==> src/pglp_pkg.sv <==
// Shared types, constants and helper functions of the gamma table block.
// Depends on nothing; src files but assert_macros.svh and pglp_ram use scoped names; the testbench imports it.
`timescale 1ns / 1ps

package pglp_pkg;

	localparam int DATA_W         = 8;
	localparam int TABLE_ENTRIES  = 256;
	localparam int CHANNEL_TABLES = 4;
	localparam int IDX_W          = $clog2(TABLE_ENTRIES);
	localparam int SEL_W          = $clog2(CHANNEL_TABLES);
	localparam int PROD_W         = 2 * DATA_W;
	localparam int CFG_W          = 2;
	localparam int CFG_IDX_W      = 1;
	localparam int ALPHA_TABLE    = 3;

	typedef enum logic [1:0] {
		FMT_RGBA = 2'd0,
		FMT_RGB  = 2'd1,
		FMT_GRAY = 2'd2,
		FMT_NONE = 2'd3
	} pixel_format_t;

	typedef enum logic {
		OP_LOAD  = 1'b0,
		OP_PIXEL = 1'b1
	} op_t;

	typedef enum logic [CFG_IDX_W-1:0] {
		REG_FORMAT  = 1'b0,
		REG_PREMULT = 1'b1
	} reg_index_t;

	typedef struct packed {
		logic              rd_en;
		logic              we;
		logic [IDX_W-1:0]  waddr;
		logic [DATA_W-1:0] wdata;
		logic              mul_en;
	} lane_ctrl_t;

	typedef struct packed {
		logic valid;
		logic last;
	} stage_t;

	// Floor of x / 255 for any product of two bytes.
	function automatic logic [DATA_W-1:0] div255(input logic [PROD_W-1:0] x);
		logic [PROD_W:0] t;
		t = {1'b0, x} + 17'd1 + {9'd0, x[PROD_W-1:DATA_W]};
		return t[PROD_W-1:DATA_W];
	endfunction

endpackage

==> src/pglp_merge.sv <==
// Merging stage: scales the lane products and applies the pixel format.
// Depends on pglp_pkg; holds the result register of the block.
`timescale 1ns / 1ps

module pglp_merge (
	input  logic                                                     clk,
	input  logic                                                     arst_n,
	input  logic                                                     en,
	input  pglp_pkg::stage_t                                         ctrl_s2,
	input  pglp_pkg::pixel_format_t                                  fmt,
	input  logic                                                     premult_on,
	input  logic [pglp_pkg::CHANNEL_TABLES-1:0][pglp_pkg::PROD_W-1:0] prod_s2,
	output logic                                                     valid,
	output logic                                                     last,
	output logic [pglp_pkg::DATA_W-1:0]                              r,
	output logic [pglp_pkg::DATA_W-1:0]                              g,
	output logic [pglp_pkg::DATA_W-1:0]                              b,
	output logic [pglp_pkg::DATA_W-1:0]                              a
);

	logic [pglp_pkg::CHANNEL_TABLES-1:0][pglp_pkg::DATA_W-1:0] chan;
	logic [pglp_pkg::DATA_W-1:0] r_d, g_d, b_d, a_d;
	logic                        valid_q, last_q;
	logic [pglp_pkg::DATA_W-1:0] r_q, g_q, b_q, a_q;

	always_comb begin
		for (int i = 0; i < pglp_pkg::CHANNEL_TABLES; i++) begin
			if (premult_on && i != pglp_pkg::ALPHA_TABLE) begin
				chan[i] = pglp_pkg::div255(prod_s2[i]);
			end else begin
				chan[i] = prod_s2[i][pglp_pkg::DATA_W-1:0];
			end
		end
		r_d = '0;
		g_d = '0;
		b_d = '0;
		a_d = '0;
		case (fmt)
			pglp_pkg::FMT_RGBA: begin
				r_d = chan[0];
				g_d = chan[1];
				b_d = chan[2];
				a_d = chan[pglp_pkg::ALPHA_TABLE];
			end
			pglp_pkg::FMT_RGB: begin
				r_d = chan[0];
				g_d = chan[1];
				b_d = chan[2];
			end
			pglp_pkg::FMT_GRAY: begin
				r_d = chan[0];
			end
			default: begin
				r_d = '0;
			end
		endcase
	end

	always_ff @(posedge clk or negedge arst_n) begin
		if (!arst_n) begin
			valid_q <= 1'b0;
		end else if (en) begin
			valid_q <= ctrl_s2.valid;
		end
	end

	always_ff @(posedge clk) begin
		if (en) begin
			last_q <= ctrl_s2.last;
			r_q    <= r_d;
			g_q    <= g_d;
			b_q    <= b_d;
			a_q    <= a_d;
		end
	end

	assign valid = valid_q;
	assign last  = last_q;
	assign r     = r_q;
	assign g     = g_q;
	assign b     = b_q;
	assign a     = a_q;

endmodule

==> config.mk <==
export PLATFORM = sky130hd
export DESIGN_NAME = pglp_merge
export DESIGN_NICKNAME = d
export VERILOG_FILES = /design/src/pglp_pkg.sv /design/src/pglp_merge.sv
export SDC_FILE = /design/constraint.sdc
export NUM_CORES = 1
export LEC_CHECK = 0
export BUFFER_PORTS_ARGS = -buffer_cell sky130_fd_sc_hd__buf_2
export CAP_MARGIN = 30
export CORE_UTILIZATION = 40
export DETAILED_ROUTE_END_ITERATION = 10
export GPL_TIMING_DRIVEN = 0
export PLACE_DENSITY = 0.67
export REMOVE_ABC_BUFFERS = 1
export SYNTH_ARGS = -nofsm -noshare
export SYNTH_HDL_FRONTEND = slang
export SYNTH_SLANG_ARGS = --single-unit
==> constraint.sdc <==
create_clock -name clk -period 0.8 [get_ports clk]
set_input_delay 0.08 -clock clk [delete_from_list [all_inputs] [get_ports clk]]
set_output_delay 0.08 -clock clk [all_outputs]
set_load 0.02 [all_outputs]
# Word level (Yosys, flattened, before mapping)
# Index checks and enable logic that the tools add are counted.
# op_classes
add_sub_neg	6
n_eq_ne	2
mux	3
reduce_logical	3
# op_table
op	n
16-bit by 1-bit adder with 16-bit output, second input constant	3
16-bit by 8-bit adder with 16-bit output	3
8-bit 2-to-1 mux	3
3-bit OR reduction	1
2-bit by 1-bit equality test with 1-bit output, second input constant	1
2-bit equality test, second input constant	1
2-bit zero test	1
2-bit OR reduction	1
# totals
ff_bits	34
input_bits	72
output_inout_bits	34
elab_cells	20

# Depth between registers and ports, before layout
# depth
ltp_word	3
mapped_depth	7
depth_no_buf	7

# Least setup slack after synthesis
# Ideal clock, no wire load.
# synth_path
kind	input port to flip-flop
from	input prod_s2[38] (netlist bit)
to	register b_q, in the netlist b[4], data pin
setup_time_ps	276
arrival_time_ps	1523
required_ps	524
slack_ps	-999
cell_stages	7
path_buffers	0
cell_sequence	ha_1 a21o_1 a21oi_1 or3b_2 nand3_1 xor2_1 a211oi_1
# synth_via
elab_chain_cells	3
# synth_rtl
element	line	text
start, declared	pglp_merge.sv:12	input logic [pglp_pkg::CHANNEL_TABLES-1:0][pglp_pkg::PROD_W-1:0] prod_s2,
16-bit by 1-bit adder with 16-bit output	pglp_pkg.sv:50	t = {1'b0, x} + 17'd1 + {9'd0, x[PROD_W-1:DATA_W]};
16-bit by 8-bit adder with 16-bit output	pglp_pkg.sv:50	
8-bit 2-to-1 mux	pglp_merge.sv:28	if (premult_on && i != pglp_pkg::ALPHA_TABLE) begin
end signal, assigned	pglp_merge.sv:72	b_q <= b_d;
end, declared	pglp_merge.sv:24	logic [pglp_pkg::DATA_W-1:0] r_q, g_q, b_q, a_q;
# Every way passes these cells.
# A chain may end at the register's enable or synchronous reset.

# Final worst setup path
# layout_path
from	input prod_s2[34] (netlist bit)
to	register b_q, in the netlist b[5], data pin
# The elaborated chain is that of the path after synthesis.

==> flow_summary.ini <==
[die]
start_util_pct = 41.2
core_um2 = 5890
die_height_um = 79.9
io_pins = 106
rows = 28
die_width_um = 79.9
die_area_um2 = 6380

[cts]
htree_levels = 2
clkTransAtPathRegs_ns = 0.07
numCtsBuffers = 5
cts.path.max_buffers = 2
clock_latency_ns = 0.28
cts-root-buf = clkbuf_8
cts_tree = yes
clock_sinks = 34

[timing]
drv_slew = 0
clock-skew-final_ns = 0
rsz0062_at_grt = yes
fin_ws_ns = -0.736
hold_viol = 0
final.min_clock_period_ns = 1.54
finalSetupViolations = 58
maxSlewHeadroom_pct = 63.8
fin_crit_sh_pct = 192
worst_pin_slew_ns = 0.541
max_freq_mhz = 651

[critical_path]
regToRegStartpoint = valid
end_kind = flip-flop
startpoint = prod_s2[34]
arrival_ns = 1.57
crit_path_max_fanout = 3
reg2reg_setup_slack_ns = 0.03
r2r-end = valid
critical_path_class = input port to flip-flop
critPathLaunchType = input port
cp.required_ns = 0.83
reg2reg_depth = 1

[yosys]
synthArstFlopShare_pct = 2.94
ys_ff_latch = 34
synth_most_common_cell = edfxtp_1
yosys-top-cells-count = edfxtp_1, nor2_1, nand2_1
synth_top_area_cell = edfxtp_1
dominantRegCellSynth = edfxtp_1
synth_edf_count = 33
yosysTopAreaCellShare_pct = 40.8
synth_cell_type_count = 45
synthesis.area_um2 = 2430
syn-instance-count = 240
synthTopCellsByArea = edfxtp_1, ha_1, nor2_1
ys_warn_count = 0
yosysSeqAreaShare_pct = 41.9
postSynthAreaPerCell_um2 = 10.1

[route]
drt_iter0_markers = 107
ant_nets = 0
wl_mm = 6.94
vias_per_cell = 5.61
vias = 2417
drt_pass1_iterations = 4
drcViolationCount = 0
wl_per_cell_um = 16.1

[status]
violations = negative setup slack
outcome = finished, violations left

[global_routing]
grt_pass1_wl_mm = 10.8
antenna_found_initial = 0
grt_pass1_vias = 2415
grt_start_max_net_pins = 47
grt-ovfl-total = 0
grt_usage_pct = 21.9

[layout]
n_antenna_cell = 0
area_growth_pct = 65.5
final_area_um2 = 4020
layout-drive-gt1-share_pct = 50.8
nets = 448

[job]
drv_cap = 0

[power]
power.density_nw_per_um2 = 1390
power.leakage_nw = 1.58
clock_power_share_pct = 23.6
p_seq_share_pct = 39.5
p_sw_w = 0.00172
netSwitchingFraction_pct = 30.9
power_frac_comb_pct = 36.9
p_int_w = 0.00385
ir_drop_uv = 842

[worst_hold_path]
min_from = ctrl_s2[1]
hp-class = input port to flip-flop
hold-path-endpoint = valid
min_path_cells = 2

[place]
port_buffers = 97
pre_cts_ws_ns = -1.27
dpl-instance-area_um2 = 2980
gp_congestion = 0.908
dp_hpwl_mm = 4.18
[final cells by class]
class                           count  area [um2]
Multi-Input combinational cell    199        1820
Clock buffer                        6        82.6
Sequential cell                    34        1020
Fill cell                         439        1870
Clock inverter                      2        12.5
Tap cell                           75        93.8
Timing Repair Buffer              115         993
[critical path: stages]
cell and delay (ns):
buf_6 0.10, ha_4 0.22, o211ai_1 0.19, a21oi_2 0.08, buf_4 0.14, or3b_4 0.39
buf_4 0.15, a41oi_2 0.13, o31ai_2 0.09
[metrics by stage]
stage,TNS (ns),hold WS (ns),utilization [%],power (W),instances
4_1_cts,-16.99,0.0282,63.5,0.00530,428
6_report,-17.91,0.0440,68.3,0.00557,431
3_3_place_gp,-35.61,-0.146,50.6,0.00351,405
2_1_floorplan,-17.93,-0.216,-,0.00298,233
5_1_grt,-20.76,0.0390,68.3,0.00584,431
3_5_place_dp,-36.04,-0.143,50.6,0.00353,405
[logic make-up (layout without fill, tap and decap cells)]
logic type | Yosys count | after routing | synth area share, %
flops | 34 | 34 | 41.9
buf+inv | 7 | 123 | 1.08
mux | 2 | 2 | 0.876
xor+xnor | 13 | 13 | 4.69
fa+ha+maj | 21 | 21 | 10.8
simple gates | 90 | 90 | 18.8
compound gates | 73 | 73 | 21.9
[per-layer routing]
metal	GRT usage (%)	part of all wire, %	wire length (um)	vias to the layer above
met5	0	0	0	-
met4	12.3	3.8	263	0
met3	4.11	5.9	408	28
met2	40.2	53	3670	118
met1	23.1	37	2600	1122
li1	-	-	-	1149
[how the worst max path moves through the flow]
stage / endpoint / slack (ns) / cells past startpoint
after floorplan: b[4] / -0.98 / 7
after global placement: b[4] / -1.25 / 8
after detailed placement: b[4] / -1.27 / 8
after CTS: r[3] / -0.74 / 8
after global routing: r[0] / -0.81 / 9
final: b[5] / -0.74 / 9
[cells in the final DEF (no fill, tap or decap), drive strengths merged, types with 5 or more instances in the layout]
| master | synthesis | final |
|---|---|---|
| ha | 21 | 21 |
| edfxtp | 33 | 33 |
| o21ai | 19 | 19 |
| a211oi | 9 | 9 |
| and3 | 5 | 5 |
| and2 | 9 | 9 |
| o211ai | 5 | 5 |
| a21oi | 15 | 15 |
| a31oi | 5 | 5 |
| nor2 | 23 | 23 |
| xnor2 | 8 | 8 |
| xor2 | 5 | 5 |
| nand3 | 7 | 7 |
| nand2 | 22 | 22 |
| clkbuf | 7 | 7 |
| buf | 0 | 112 |
[registers in the layout, summed over array words and instances, names as in the netlist]
name / flops
valid: 1
last: 1
a: 8
b: 8
g: 8
r: 8
[timing repair]
item / CTS / global route
buffers inserted: 13 / 4
endpoints found under the hold margin: 2 / 0
resized for setup: 114 / 65
setup endpoints to repair: 59 / 63
gates cloned: 0 / 0
pin swaps: 62 / 23
hold buffers: 2 / 0
[power by group through the flow]
stage / clock (W) / sequential, W / combinational [W]
3_5_place_dp: 0 / 0.00221 / 0.00132
3_3_place_gp: 0 / 0.00221 / 0.00130
4_1_cts: 0.00134 / 0.00218 / 0.00178
5_1_grt: 0.00141 / 0.00222 / 0.00221
2_1_floorplan: 0 / 0.00243 / 0.000555
6_report: 0.00131 / 0.00220 / 0.00205
Note: power is estimated with default switching activity, not from simulation.
